===== src/stpm_pkg.sv =====
// types and constants of the slide transition pixel mapper
package stpm_pkg;

    // field widths
    localparam int SIZE_W  = 13;
    localparam int COORD_W = 12;
    localparam int AMT_W   = 8;
    localparam int DIR_W   = 3;
    localparam int PROD_W  = 21;

    // configuration port
    localparam int CFG_IDX_W  = 3;
    localparam int CFG_DATA_W = 13;

    localparam logic [CFG_IDX_W-1:0] CFG_FRAME_WIDTH  = 3'd0;
    localparam logic [CFG_IDX_W-1:0] CFG_FRAME_HEIGHT = 3'd1;
    localparam logic [CFG_IDX_W-1:0] CFG_AMOUNT       = 3'd2;
    localparam logic [CFG_IDX_W-1:0] CFG_DIRECTION    = 3'd3;
    localparam logic [CFG_IDX_W-1:0] CFG_SLIDE_LOWER  = 3'd4;
    localparam logic [CFG_IDX_W-1:0] CFG_SLIDE_UPPER  = 3'd5;

    // direction codes
    localparam logic [DIR_W-1:0] DIR_RANDOM = 3'd0;
    localparam logic [DIR_W-1:0] DIR_LR     = 3'd1;
    localparam logic [DIR_W-1:0] DIR_RL     = 3'd2;
    localparam logic [DIR_W-1:0] DIR_TB     = 3'd3;
    localparam logic [DIR_W-1:0] DIR_BT     = 3'd4;

    // item kinds
    localparam logic KIND_FRAME = 1'b0;
    localparam logic KIND_PIXEL = 1'b1;

    // low 26 bits of the lcg step, enough for result bits 25:24
    localparam logic [25:0] LCG_MUL_LO = 26'(32'd1073741789);
    localparam logic [25:0] LCG_ADD_LO = 26'd32749;

    // exact floor(p / 255) for p below 2^32: (p * RECIP_255) >> 39
    localparam logic [31:0] RECIP_255   = 32'h8080_8081;
    localparam int          RECIP_SHIFT = 39;

    // one item travelling down the pipe
    typedef struct packed {
        logic               kind;
        logic [DIR_W-1:0]   dir;
        logic [COORD_W-1:0] col;
        logic [COORD_W-1:0] row;
    } item_t;

    // settings seen by the pipeline stages
    typedef struct packed {
        logic [SIZE_W-1:0] eff_width;
        logic [SIZE_W-1:0] eff_height;
        logic [AMT_W-1:0]  amount;
        logic              slide_lower;
        logic              slide_upper;
    } cfg_t;

endpackage


===== src/stpm_front.sv =====
// input stage: direction resolution and first pipeline register
module stpm_front
    import stpm_pkg::*;
(
    input  logic               aclk,
    input  logic               aresetn,
    input  logic               in_valid,
    output logic               in_ready,
    input  logic               in_kind,
    input  logic [31:0]        in_time_low,
    input  logic [COORD_W-1:0] in_col,
    input  logic [COORD_W-1:0] in_row,
    input  logic [DIR_W-1:0]   cfg_direction,
    input  logic               dir_clear,
    output logic               out_valid,
    output item_t              out_item,
    input  logic               out_ready
);

    logic [DIR_W-1:0] dir_state_reg, dir_state_next;
    logic             valid_reg;
    item_t            item_reg;
    logic [25:0]      lcg_value;
    logic [DIR_W-1:0] rand_dir;
    logic [DIR_W-1:0] cand_dir;
    logic [DIR_W-1:0] item_dir;
    logic             take;
    logic             resolving;

    assign in_ready = !valid_reg || out_ready;
    assign take     = in_valid && in_ready;

    // one lcg step on the timecode, only bits 25:24 are kept
    assign lcg_value = in_time_low[25:0] * LCG_MUL_LO + LCG_ADD_LO;
    assign rand_dir  = {1'b0, lcg_value[25:24]} + 3'd1;

    // fixed setting wins, anything else picks at random
    assign cand_dir = (cfg_direction >= DIR_LR && cfg_direction <= DIR_BT) ?
                      cfg_direction : rand_dir;

    assign resolving = (in_kind == KIND_FRAME) && (dir_state_reg == DIR_RANDOM);
    assign item_dir  = resolving ? cand_dir : dir_state_reg;

    // direction state, resolved by the first frame start
    always_comb begin
        dir_state_next = dir_state_reg;
        if (dir_clear) begin
            dir_state_next = DIR_RANDOM;
        end else if (take && resolving) begin
            dir_state_next = cand_dir;
        end
    end

    always_ff @(posedge aclk) begin
        if (!aresetn) begin
            dir_state_reg <= DIR_RANDOM;
            valid_reg     <= 1'b0;
        end else begin
            dir_state_reg <= dir_state_next;
            if (in_ready) begin
                valid_reg <= in_valid;
            end
        end
    end

    // payload register
    always_ff @(posedge aclk) begin
        if (take) begin
            item_reg.kind <= in_kind;
            item_reg.dir  <= item_dir;
            item_reg.col  <= in_col;
            item_reg.row  <= in_row;
        end
    end

    assign out_valid = valid_reg;
    assign out_item  = item_reg;

endmodule


===== src/stpm_bound.sv =====
// split bound arithmetic: size times amount, then exact division by 255
module stpm_bound
    import stpm_pkg::*;
(
    input  logic              aclk,
    input  logic              aresetn,
    input  cfg_t              cfg,
    input  logic              in_valid,
    output logic              in_ready,
    input  item_t             in_item,
    output logic              out_valid,
    output item_t             out_item,
    output logic [SIZE_W-1:0] out_bound,
    input  logic              out_ready
);

    logic                 v2_reg, v3_reg;
    item_t                item2_reg, item3_reg;
    logic [PROD_W-1:0]    prod_reg;
    logic [SIZE_W-1:0]    bound_reg;
    logic                 en2, en3;
    logic                 horiz;
    logic                 rev_amount;
    logic [SIZE_W-1:0]    size;
    logic [AMT_W-1:0]     factor;
    logic [PROD_W+31:0]   recip_prod;

    assign en3      = !v3_reg || out_ready;
    assign en2      = !v2_reg || en3;
    assign in_ready = en2;

    // pick size and progress factor for the direction
    assign horiz      = (in_item.dir == DIR_LR) || (in_item.dir == DIR_RL);
    assign rev_amount = (in_item.dir == DIR_LR) || (in_item.dir == DIR_TB);
    assign size       = horiz ? cfg.eff_width : cfg.eff_height;
    assign factor     = rev_amount ? (8'd255 - cfg.amount) : cfg.amount;

    // reciprocal multiply, exact for every product below 2^32
    assign recip_prod = prod_reg * RECIP_255;

    // valid bits
    always_ff @(posedge aclk) begin
        if (!aresetn) begin
            v2_reg <= 1'b0;
            v3_reg <= 1'b0;
        end else begin
            if (en2) begin
                v2_reg <= in_valid;
            end
            if (en3) begin
                v3_reg <= v2_reg;
            end
        end
    end

    // stage two: product, stage three: quotient
    always_ff @(posedge aclk) begin
        if (en2) begin
            item2_reg <= in_item;
            prod_reg  <= size * factor;
        end
        if (en3) begin
            item3_reg <= item2_reg;
            bound_reg <= recip_prod[RECIP_SHIFT+SIZE_W-1:RECIP_SHIFT];
        end
    end

    assign out_valid = v3_reg;
    assign out_item  = item3_reg;
    assign out_bound = bound_reg;

endmodule


===== src/stpm_map.sv =====
// split bound state, per-pixel source mapping and output register
module stpm_map
    import stpm_pkg::*;
(
    input  logic               aclk,
    input  logic               aresetn,
    input  cfg_t               cfg,
    input  logic               in_valid,
    output logic               in_ready,
    input  item_t              in_item,
    input  logic [SIZE_W-1:0]  in_bound,
    output logic               out_valid,
    input  logic               out_ready,
    output logic               out_from_lower,
    output logic [COORD_W-1:0] out_col,
    output logic [COORD_W-1:0] out_row
);

    logic [SIZE_W-1:0]  split_bound_reg, split_bound_next;
    logic               out_valid_reg, out_valid_next;
    logic               from_lower_reg;
    logic [COORD_W-1:0] col_reg, row_reg;
    logic               en;
    logic               take;
    logic               horiz;
    logic               lead_is_lower;
    logic [COORD_W-1:0] pos;
    logic [SIZE_W-1:0]  size;
    logic               in_lead;
    logic               moves;
    logic [COORD_W-1:0] lead_pos;
    logic [COORD_W-1:0] tail_pos;
    logic [COORD_W-1:0] new_pos;
    logic               lower;

    assign en       = !out_valid_reg || out_ready;
    assign in_ready = en;
    assign take     = en && in_valid;

    // frame start replaces the bound, pixels behind it see the new one
    always_comb begin
        split_bound_next = split_bound_reg;
        if (take && in_item.kind == KIND_FRAME) begin
            split_bound_next = in_bound;
        end
    end

    // only pixels with a resolved direction give a result
    always_comb begin
        out_valid_next = out_valid_reg;
        if (en) begin
            out_valid_next = in_valid && (in_item.kind == KIND_PIXEL) &&
                             (in_item.dir != DIR_RANDOM);
        end
    end

    // axis selection and roles of the two clips
    assign horiz         = (in_item.dir == DIR_LR) || (in_item.dir == DIR_RL);
    assign lead_is_lower = (in_item.dir == DIR_RL) || (in_item.dir == DIR_BT);
    assign pos           = horiz ? in_item.col : in_item.row;
    assign size          = horiz ? cfg.eff_width : cfg.eff_height;
    assign in_lead       = {1'b0, pos} < split_bound_reg;

    // the clip shown on this side decides whether it slides
    assign lower = in_lead ? lead_is_lower : !lead_is_lower;
    assign moves = lower ? cfg.slide_lower : cfg.slide_upper;

    // positions wrap at 4096
    assign lead_pos = moves ? pos + size[COORD_W-1:0] - split_bound_reg[COORD_W-1:0] : pos;
    assign tail_pos = moves ? pos - split_bound_reg[COORD_W-1:0] : pos;
    assign new_pos  = in_lead ? lead_pos : tail_pos;

    always_ff @(posedge aclk) begin
        if (!aresetn) begin
            split_bound_reg <= '0;
            out_valid_reg   <= 1'b0;
        end else begin
            split_bound_reg <= split_bound_next;
            out_valid_reg   <= out_valid_next;
        end
    end

    // result register
    always_ff @(posedge aclk) begin
        if (take) begin
            from_lower_reg <= lower;
            col_reg        <= horiz ? new_pos : in_item.col;
            row_reg        <= horiz ? in_item.row : new_pos;
        end
    end

    assign out_valid      = out_valid_reg;
    assign out_from_lower = from_lower_reg;
    assign out_col        = col_reg;
    assign out_row        = row_reg;

endmodule


===== src/slide_transition_pixel_mapper.sv =====
// top level of the slide transition pixel mapper
//
// Input stream (s_): one transfer per item. s_tuser is the kind: 0 starts a
// frame and carries the timecode, 1 names an output pixel. A frame start
// resolves the slide direction (once, or again after the direction register
// is written) and sets the split position for the following pixels; it gives
// no result. Each pixel transfer gives one result on m_: m_tuser selects the
// lower clip, m_tdata the column and row to read in that clip. Pixels seen
// before the first frame start give nothing.
// An input transfer passes four register stages on its way to its result on
// m_: input and direction, size times amount, the reciprocal multiply for the
// division by 255, and mapping with the output register. One item enters
// every cycle while the receiver takes results.
// When m_tready is low the pipe keeps filling its empty stages and holds
// s_tready low only once every stage holds an item; nothing is dropped.
// Configuration writes take effect on the next edge and belong to idle times.
// Reset (aresetn low, synchronous) empties the pipe, restores the register
// defaults and clears the resolved direction and the split bound.
module slide_transition_pixel_mapper
    import stpm_pkg::*;
#(
    parameter int MAX_WIDTH  = 4096,
    parameter int MAX_HEIGHT = 4096
) (
    input  logic                  aclk,
    input  logic                  aresetn,
    // input stream
    input  logic                  s_tvalid,
    output logic                  s_tready,
    input  logic [55:0]           s_tdata,   // time_low[31:0], pixel_col[43:32], pixel_row[55:44]
    input  logic                  s_tuser,   // kind[0]
    // result stream
    output logic                  m_tvalid,
    input  logic                  m_tready,
    output logic [23:0]           m_tdata,   // source_col[11:0], source_row[23:12]
    output logic                  m_tuser,   // from_lower[0]
    // register writes
    input  logic                  cfg_wr_en,
    input  logic [CFG_IDX_W-1:0]  cfg_wr_index,
    input  logic [CFG_DATA_W-1:0] cfg_wr_data
);

    localparam logic [SIZE_W:0] MAX_W_L = (SIZE_W + 1)'(MAX_WIDTH);
    localparam logic [SIZE_W:0] MAX_H_L = (SIZE_W + 1)'(MAX_HEIGHT);

    logic [SIZE_W-1:0] frame_width_reg;
    logic [SIZE_W-1:0] frame_height_reg;
    logic [AMT_W-1:0]  amount_reg;
    logic [DIR_W-1:0]  direction_reg;
    logic              slide_lower_reg;
    logic              slide_upper_reg;
    logic              dir_clear;
    cfg_t              cfg;

    logic              v1, r1;
    item_t             item1;
    logic              v3, r3;
    item_t             item3;
    logic [SIZE_W-1:0] bound3;
    logic [COORD_W-1:0] src_col, src_row;

    // register file
    always_ff @(posedge aclk) begin
        if (!aresetn) begin
            frame_width_reg  <= 13'd640;
            frame_height_reg <= 13'd480;
            amount_reg       <= 8'd128;
            direction_reg    <= DIR_RANDOM;
            slide_lower_reg  <= 1'b1;
            slide_upper_reg  <= 1'b0;
        end else if (cfg_wr_en) begin
            unique case (cfg_wr_index)
                CFG_FRAME_WIDTH:  frame_width_reg  <= cfg_wr_data;
                CFG_FRAME_HEIGHT: frame_height_reg <= cfg_wr_data;
                CFG_AMOUNT:       amount_reg       <= cfg_wr_data[AMT_W-1:0];
                CFG_DIRECTION:    direction_reg    <= cfg_wr_data[DIR_W-1:0];
                CFG_SLIDE_LOWER:  slide_lower_reg  <= cfg_wr_data[0];
                CFG_SLIDE_UPPER:  slide_upper_reg  <= cfg_wr_data[0];
                default: ;
            endcase
        end
    end

    // a direction write forgets the resolved direction
    assign dir_clear = cfg_wr_en && (cfg_wr_index == CFG_DIRECTION);

    // sizes clamped to the supported maximum
    assign cfg.eff_width   = ({1'b0, frame_width_reg} > MAX_W_L) ?
                             MAX_W_L[SIZE_W-1:0] : frame_width_reg;
    assign cfg.eff_height  = ({1'b0, frame_height_reg} > MAX_H_L) ?
                             MAX_H_L[SIZE_W-1:0] : frame_height_reg;
    assign cfg.amount      = amount_reg;
    assign cfg.slide_lower = slide_lower_reg;
    assign cfg.slide_upper = slide_upper_reg;

    stpm_front u_front (
        .aclk          (aclk),
        .aresetn       (aresetn),
        .in_valid      (s_tvalid),
        .in_ready      (s_tready),
        .in_kind       (s_tuser),
        .in_time_low   (s_tdata[31:0]),
        .in_col        (s_tdata[43:32]),
        .in_row        (s_tdata[55:44]),
        .cfg_direction (direction_reg),
        .dir_clear     (dir_clear),
        .out_valid     (v1),
        .out_item      (item1),
        .out_ready     (r1)
    );

    stpm_bound u_bound (
        .aclk      (aclk),
        .aresetn   (aresetn),
        .cfg       (cfg),
        .in_valid  (v1),
        .in_ready  (r1),
        .in_item   (item1),
        .out_valid (v3),
        .out_item  (item3),
        .out_bound (bound3),
        .out_ready (r3)
    );

    stpm_map u_map (
        .aclk           (aclk),
        .aresetn        (aresetn),
        .cfg            (cfg),
        .in_valid       (v3),
        .in_ready       (r3),
        .in_item        (item3),
        .in_bound       (bound3),
        .out_valid      (m_tvalid),
        .out_ready      (m_tready),
        .out_from_lower (m_tuser),
        .out_col        (src_col),
        .out_row        (src_row)
    );

    assign m_tdata = {src_row, src_col};

endmodule


===== config.mk =====
export PLATFORM = sky130hd
export DESIGN_NAME = slide_transition_pixel_mapper
export DESIGN_NICKNAME = d
export VERILOG_FILES = /design/src/stpm_pkg.sv /design/src/stpm_front.sv /design/src/stpm_bound.sv /design/src/stpm_map.sv /design/src/slide_transition_pixel_mapper.sv
export SDC_FILE = /design/constraint.sdc
export NUM_CORES = 1
export LEC_CHECK = 0
export BUFFER_PORTS_ARGS = -buffer_cell sky130_fd_sc_hd__buf_4
export CAP_MARGIN = 20
export CORE_UTILIZATION = 45
export DETAILED_ROUTE_END_ITERATION = 8
export PLACE_DENSITY = 0.62
export SLEW_MARGIN = 20
export SYNTH_ARGS = -nofsm -noshare
export SYNTH_HDL_FRONTEND = slang
export SYNTH_SLANG_ARGS = --single-unit

===== constraint.sdc =====
create_clock -name aclk -period 7.24 [get_ports aclk]
set_clock_uncertainty 0.05 [all_clocks]
set_input_delay 0.362 -clock aclk [delete_from_list [all_inputs] [get_ports aclk]]
set_output_delay 0.362 -clock aclk [all_outputs]
set_load 0.05 [all_outputs]

Word-level counts from Yosys, hierarchy flattened

Index checks and enable logic that the tools add are counted.

Add/subtract/negate cells: 6
Multipliers: 3
Magnitude comparators: 5
Equal/unequal tests: 11
Multiplexer cells: 15
Bitwise logic cells: 3
Reductions and logical operators: 32

Operators by type and width:

| cell                     | number |
|---|---|
| $mux W12                 | 7 |
| $mul A21 B32 Y52 const B | 1 |
| $mux W13                 | 3 |
| $add A26 B15 Y26 const B | 1 |
| $gt A13 B13 Y1 const B   | 2 |
| $mul A26 B7 Y26 const B  | 1 |
| $sub A12 B12 Y12         | 2 |
| $mul A13 B8 Y21          | 1 |
| $eq A3 B2 Y1 const B     | 5 |
| $lt A12 B13 Y1           | 1 |
| $add A12 B12 Y12         | 1 |
| $reduce_and A2 Y1        | 6 |
| $eq A3 B1 Y1 const B     | 3 |
| $eq A3 B3 Y1 const B     | 3 |
| $logic_and A1 B1 Y1      | 9 |
| $logic_or A1 B1 Y1       | 8 |
| $mux W8                  | 1 |
| $sub A8 B8 Y8 const A    | 1 |
| $logic_not A3 Y1         | 2 |
| $mux W3                  | 2 |
| $logic_not A1 Y1         | 5 |
| $add A2 B1 Y3 const B    | 1 |
| $ge A3 B1 Y1 const B     | 1 |
| $le A3 B3 Y1 const B     | 1 |
| 4 further kinds          | 7 |

Register bits after elaboration: 202
Output and inout bits: 27
Word-level logic and storage cells: 104

Depth between registers and ports, before layout

Word-level depth: 9
Mapped depth: 23

Hierarchy

A second synthesis with hierarchy kept.

Cell total of the unflattened synthesis: 1712
Area total of the unflattened synthesis: 18168.7 um^2

By module, submodules not included:

| module                        | times used | cells each | area each (um^2) |
|---|---|---|---|
| stpm_bound                    | 1          | 781        | 8734.6 |
| stpm_front                    | 1          | 413        | 4371.7 |
| stpm_map                      | 1          | 337        | 3343.2 |
| slide_transition_pixel_mapper | 1          | 181        | 1719.1 |

Worst setup path before layout

OpenSTA, ideal clock, no wires.

Path kind: flip-flop to flip-flop
Start point: register u_front.item_reg (netlist bit u_front.out_item[24])
End point: register u_bound.prod_reg[19], data pin
Arrival time: 5.388 ns
Path slack: 1.668 ns
Stages on the path, launching flop included: 21
Period minus slack after synthesis: 5.572 ns
Cell sequence: edfxtp_1 xnor2_1 nor2_1 clkbuf_1 a31oi_1 or2_2 fa_1 fa_1 inv_1 fa_1 inv_1 fa_1 inv_1 ha_1 a21boi_0 o21ai_0 a211oi_1 nand3b_1 o311a_1 or4_1 nand3_1

Cells in the longest elaborated chain, start to end: 4
Elaborated cells between the ends (all ways): 8
Classes of those cells: mul: 1; eq/ne: 3; mux: 2; reduce/logical: 2

Ends and longest elaborated chain:

| element                                    | line                               | RTL |
|---|---|---|
| start: declaration                         | stpm_front.sv:22                   | `item_t item_reg;` |
| $eq A3 B1 Y1 (tied with other cells)       | stpm_bound.sv:33, stpm_bound.sv:34 |  |
| $logic_or A1 B1 Y1 (on tied branches)      | stpm_bound.sv:33, stpm_bound.sv:34 |  |
| $mux W13 / $mux W8 (equally long branches) | stpm_bound.sv:35, stpm_bound.sv:36 |  |
| $mul A13 B8 Y21 (*)                        | stpm_bound.sv:60                   | `prod_reg <= size * factor;` |
| end signal: assignment                     | stpm_bound.sv:60                   |  |
| end: declaration                           | stpm_bound.sv:19                   | `logic [PROD_W-1:0] prod_reg;` |

Every way passes the cells marked *; elsewhere a longest branch is shown, timed or not.
A chain may end at the register's enable or synchronous reset.

Worst setup path after layout

Start point: register u_front.item_reg (netlist bit u_front.out_item[25])
End point: register u_bound.prod_reg[19], data pin

The elaborated chain is that of the path after synthesis.

==> results.toml <==
[run_status]
outcome = "complete, no violations"

[routing]
vias = 11906
post_drt_wl_per_cell_um = 15.0
drtIter0Drc = 429
firstDrtPassIters = 4
viasPerCell = 5.06
drc = 0
ant_nets = 0
routed_wl_um = 35400

[die]
start_util = 0.457
fp-row-count = 72
die_x_um = 200
die-area_um2 = 40200
fp.coreArea_um2 = 38700
num_io_pins = 105
dieHeight_um = 200

[setup_path]
r2r-end = "u_bound.prod_reg[19]"
endpoint_kind = "flop"
crit_path_start_kind = "flop"
endpoint = "u_bound.prod_reg[19]"
crit_top_cell = "fa_1"
crit_slowest_cell = "a31oi_1"
cp_max_fo = 24
critPathArrivalTime_ns = 6.53
cpPeakStageDelay_ns = 0.73
crit_required_ns = 7.58
reg2reg_from = "u_front.out_item[25]"
critical_path_class = "flop to flop"
path_cells = "xnor2_1 > nor2_1 > buf_4 > nor2_1 > a31oi_1 > or2_2 > fa_1 > fa_1 > inv_1 > fa_1 > inv_1 > fa_1 > inv_1 > ha_1 > a21boi_0 > o21ai_0 > a211oi_1 > nand3b_1 > o311a_1 > or4_1 > nand3_1"
startpoint = "u_front.out_item[25]"
r2r_cells = 21
rrSetupSlack_ns = 1.05

[synthesis]
synth.cell_area_um2 = 17700
synth_fp_nets = 2188
syn_inst = 1686
yosys.area_share.simple = 0.109
synth_xor_area_frac = 0.0351
synth_area_per_cell_um2 = 10.5
synth-compound-area-share = 0.0822
synth-main-ff-cell = "edfxtp_1"
synthAdderAreaFrac = 0.364
synth_edf_count = 143
synth_mux_area_frac = 0.0357
yosysSeqAreaShare = 0.309
synth_top_family_by_area = "adder cells"
ys_warn_count = 0
synth.distinct_cells = 63
synth-seq-cells = 202
ys_async_sr_fraction = 0

[clocking]
htree_levels = 1
clock_sinks = 202
cts_buffers = 23
clk_latency_ns = 0.52
clkTransAtPathRegs_ns = 0.06
cts_tree = "done"
cts-root-buf = "clkbuf_16"
clockBufferDepth = 3
cts_hold_buffers = 26
cts_setup_buffers = 0
ctsResizeCount = 0

[grt]
grt_pass1_wl_um = 59800
grt_max_degree = 60
grt_antenna_before_repair = 0
track_usage = 0.181
overflow = 0
grt_pass1_vias = 12412

[hold_path]
worstHoldStart = "cfg_wr_data[9]"
hp-class = "primary input to flop"

[timing]
hold_ws_ns = 0.0235
slew_violations = 0
worstMarginPinSlew_ns = 1.02
fin_tns_setup_ns = 0
timing.slew.headroom = 0.318
finalHoldViolCount = 0
max_freq_mhz = 162
period_needed_ns = 6.19
period_share = 0.854
setup_violations = 0
rsz0062_at_grt = "false"

[place]
place_area_um2 = 19100
detailedPlacementHpwl_um = 28600
place_congestion = 0.837
port_buffers = 98

[power_and_ir_drop]
netSwitchingFraction = 0.451
leakage_nw = 9.49
internal_power_w = 0.00475
power_frac_clock = 0.122
pwr-share-seq = 0.196
p_per_area_nw_per_um2 = 431
p_comb_frac = 0.683
power_switching_w = 0.00391
peakVddDrop_mv = 0.247

[layout]
drive_above_1_share = 0.119
area_growth_pct = 13.3
finalNetCount = 2318
fin_area_um2 = 20100
fill_cells = 3505
num_antenna_cells = 0

[flow_run]
max-cap-violations = 0
-- synth_stat cells, types with 5 or more instances --
| library cell | n | share of area |
|---|---|---|
| xnor2_1 | 51 | 0.025 |
| o31ai_1 | 6 | 0.0025 |
| clkbuf_1 | 35 | 0.0074 |
| or2_2 | 21 | 0.0074 |
| nor2_1 | 136 | 0.029 |
| o21ai_0 | 41 | 0.012 |
| nor2b_1 | 33 | 0.012 |
| a21oi_1 | 49 | 0.014 |
| a31oi_1 | 18 | 0.0064 |
| nand3_1 | 27 | 0.0076 |
| nand2b_1 | 20 | 0.0071 |
| fa_1 | 150 | 0.17 |
| xor2_1 | 20 | 0.0099 |
| nand4_1 | 7 | 0.0025 |
| nor3_1 | 18 | 0.0051 |
| nand2_1 | 99 | 0.021 |
| edfxtp_1 | 143 | 0.24 |
| nand3b_1 | 10 | 0.0042 |
| and3_1 | 7 | 0.0025 |
| o21bai_1 | 5 | 0.0021 |
| a21boi_0 | 36 | 0.015 |
| ha_1 | 274 | 0.19 |
| inv_1 | 266 | 0.056 |
| and2_1 | 9 | 0.0032 |
| o21a_1 | 10 | 0.0042 |
| mux2_2 | 34 | 0.022 |
| dfxtp_1 | 59 | 0.067 |
| a21o_1 | 20 | 0.0085 |
| a211oi_1 | 5 | 0.0021 |
| mux2i_1 | 25 | 0.014 |
-- worst min-delay path by stage --
stage / endpoint / slack, ns / depth (start not counted)
final: frame_width_reg[9] / 0.02 / 3
after global routing: frame_width_reg[7] / 0.03 / 3
after CTS: frame_width_reg[9] / 0.0004 / 3
after detailed placement: u_bound.item2_reg[17] / 0.35 / 0
after global placement: u_bound.out_item[25] / 0.35 / 0
after floorplan: u_bound.item2_reg[0] / 0.35 / 0
-- layer usage --
| layer | GRT usage | share of wire | vias up |
|---|---|---|---|
| met5 | 0 | 0 | - |
| li1 | - | - | 5958 |
| met3 | 0.0252 | 0.038 | 41 |
| met2 | 0.321 | 0.49 | 167 |
| met1 | 0.232 | 0.45 | 5740 |
| met4 | 0.0414 | 0.018 | 0 |
-- worst max-delay path, delay by kind of cell (launching register included) --
family,cells,cell delay [ns]
compound gates,5,1.55
fa+ha+maj,5,2.35
simple gates,6,1.10
buf+inv,4,0.41
xor+xnor,1,0.14
flops,1,0.42
-- layout by cell type, fill, tap and decap left out, drive strengths merged, types with 10 or more instances in the layout --
| cell | count |
|---|---|
| nor2b | 33 |
| mux2i | 25 |
| xor2 | 20 |
| nand2 | 100 |
| nand2b | 20 |
| o21ai | 41 |
| o21a | 10 |
| ha | 274 |
| a21o | 20 |
| or2 | 21 |
| nor3 | 18 |
| nand3 | 29 |
| nand3b | 10 |
| a21boi | 36 |
| edfxtp | 143 |
| a31oi | 18 |
| mux2 | 34 |
| clkinv | 11 |
| inv | 267 |
| buf | 119 |
| clkbuf | 27 |
| xnor2 | 51 |
| dlygate4sd3 | 26 |
| dfxtp | 59 |
| nor2 | 136 |
| a21oi | 49 |
| fa | 150 |
-- metrics by stage --
stage	instances	utilization	setup slack (ns)	power, W
after floorplan	1686	-	1.67	0.00630
after global placement	2283	0.493	1.12	0.00752
after detailed placement	2283	0.493	1.05	0.00765
after CTS	2351	0.518	1.01	0.00877
after global routing	2351	0.518	0.684	0.00966
final	2351	0.518	1.05	0.00865
-- kinds of logic (layout without fill, tap and decap cells) --
kind of cell    count (synthesis)  in the layout
compound gates                219            219
xor+xnor                       71             71
fa+ha+maj                     425            425
buf+inv                       306            453
flops                         202            202
mux                            59             59
simple gates                  404            404
-- layout make-up --
type | instances | area, um2 | area share
Sequential cell | 202 | 5480 | 0.273
Clock buffer | 27 | 591 | 0.0294
Timing Repair Buffer | 145 | 1150 | 0.0575
Tap cell | 518 | 648 | 0.0323
Inverter | 266 | 998 | 0.0498
Clock inverter | 15 | 95.1 | 0.00474
Multi-Input combinational cell | 1178 | 11100 | 0.553
-- power groups by stage --
stage | clock network, W | registers [W] | logic [W]
floorplan | 0 | 0.00170 | 0.00460
finish | 0.00105 | 0.00169 | 0.00591
detailed placement | 0 | 0.00173 | 0.00593
CTS | 0.00108 | 0.00170 | 0.00599
global placement | 0 | 0.00172 | 0.00580
global route | 0.00113 | 0.00172 | 0.00682
(Power assumes the default switching activity.)
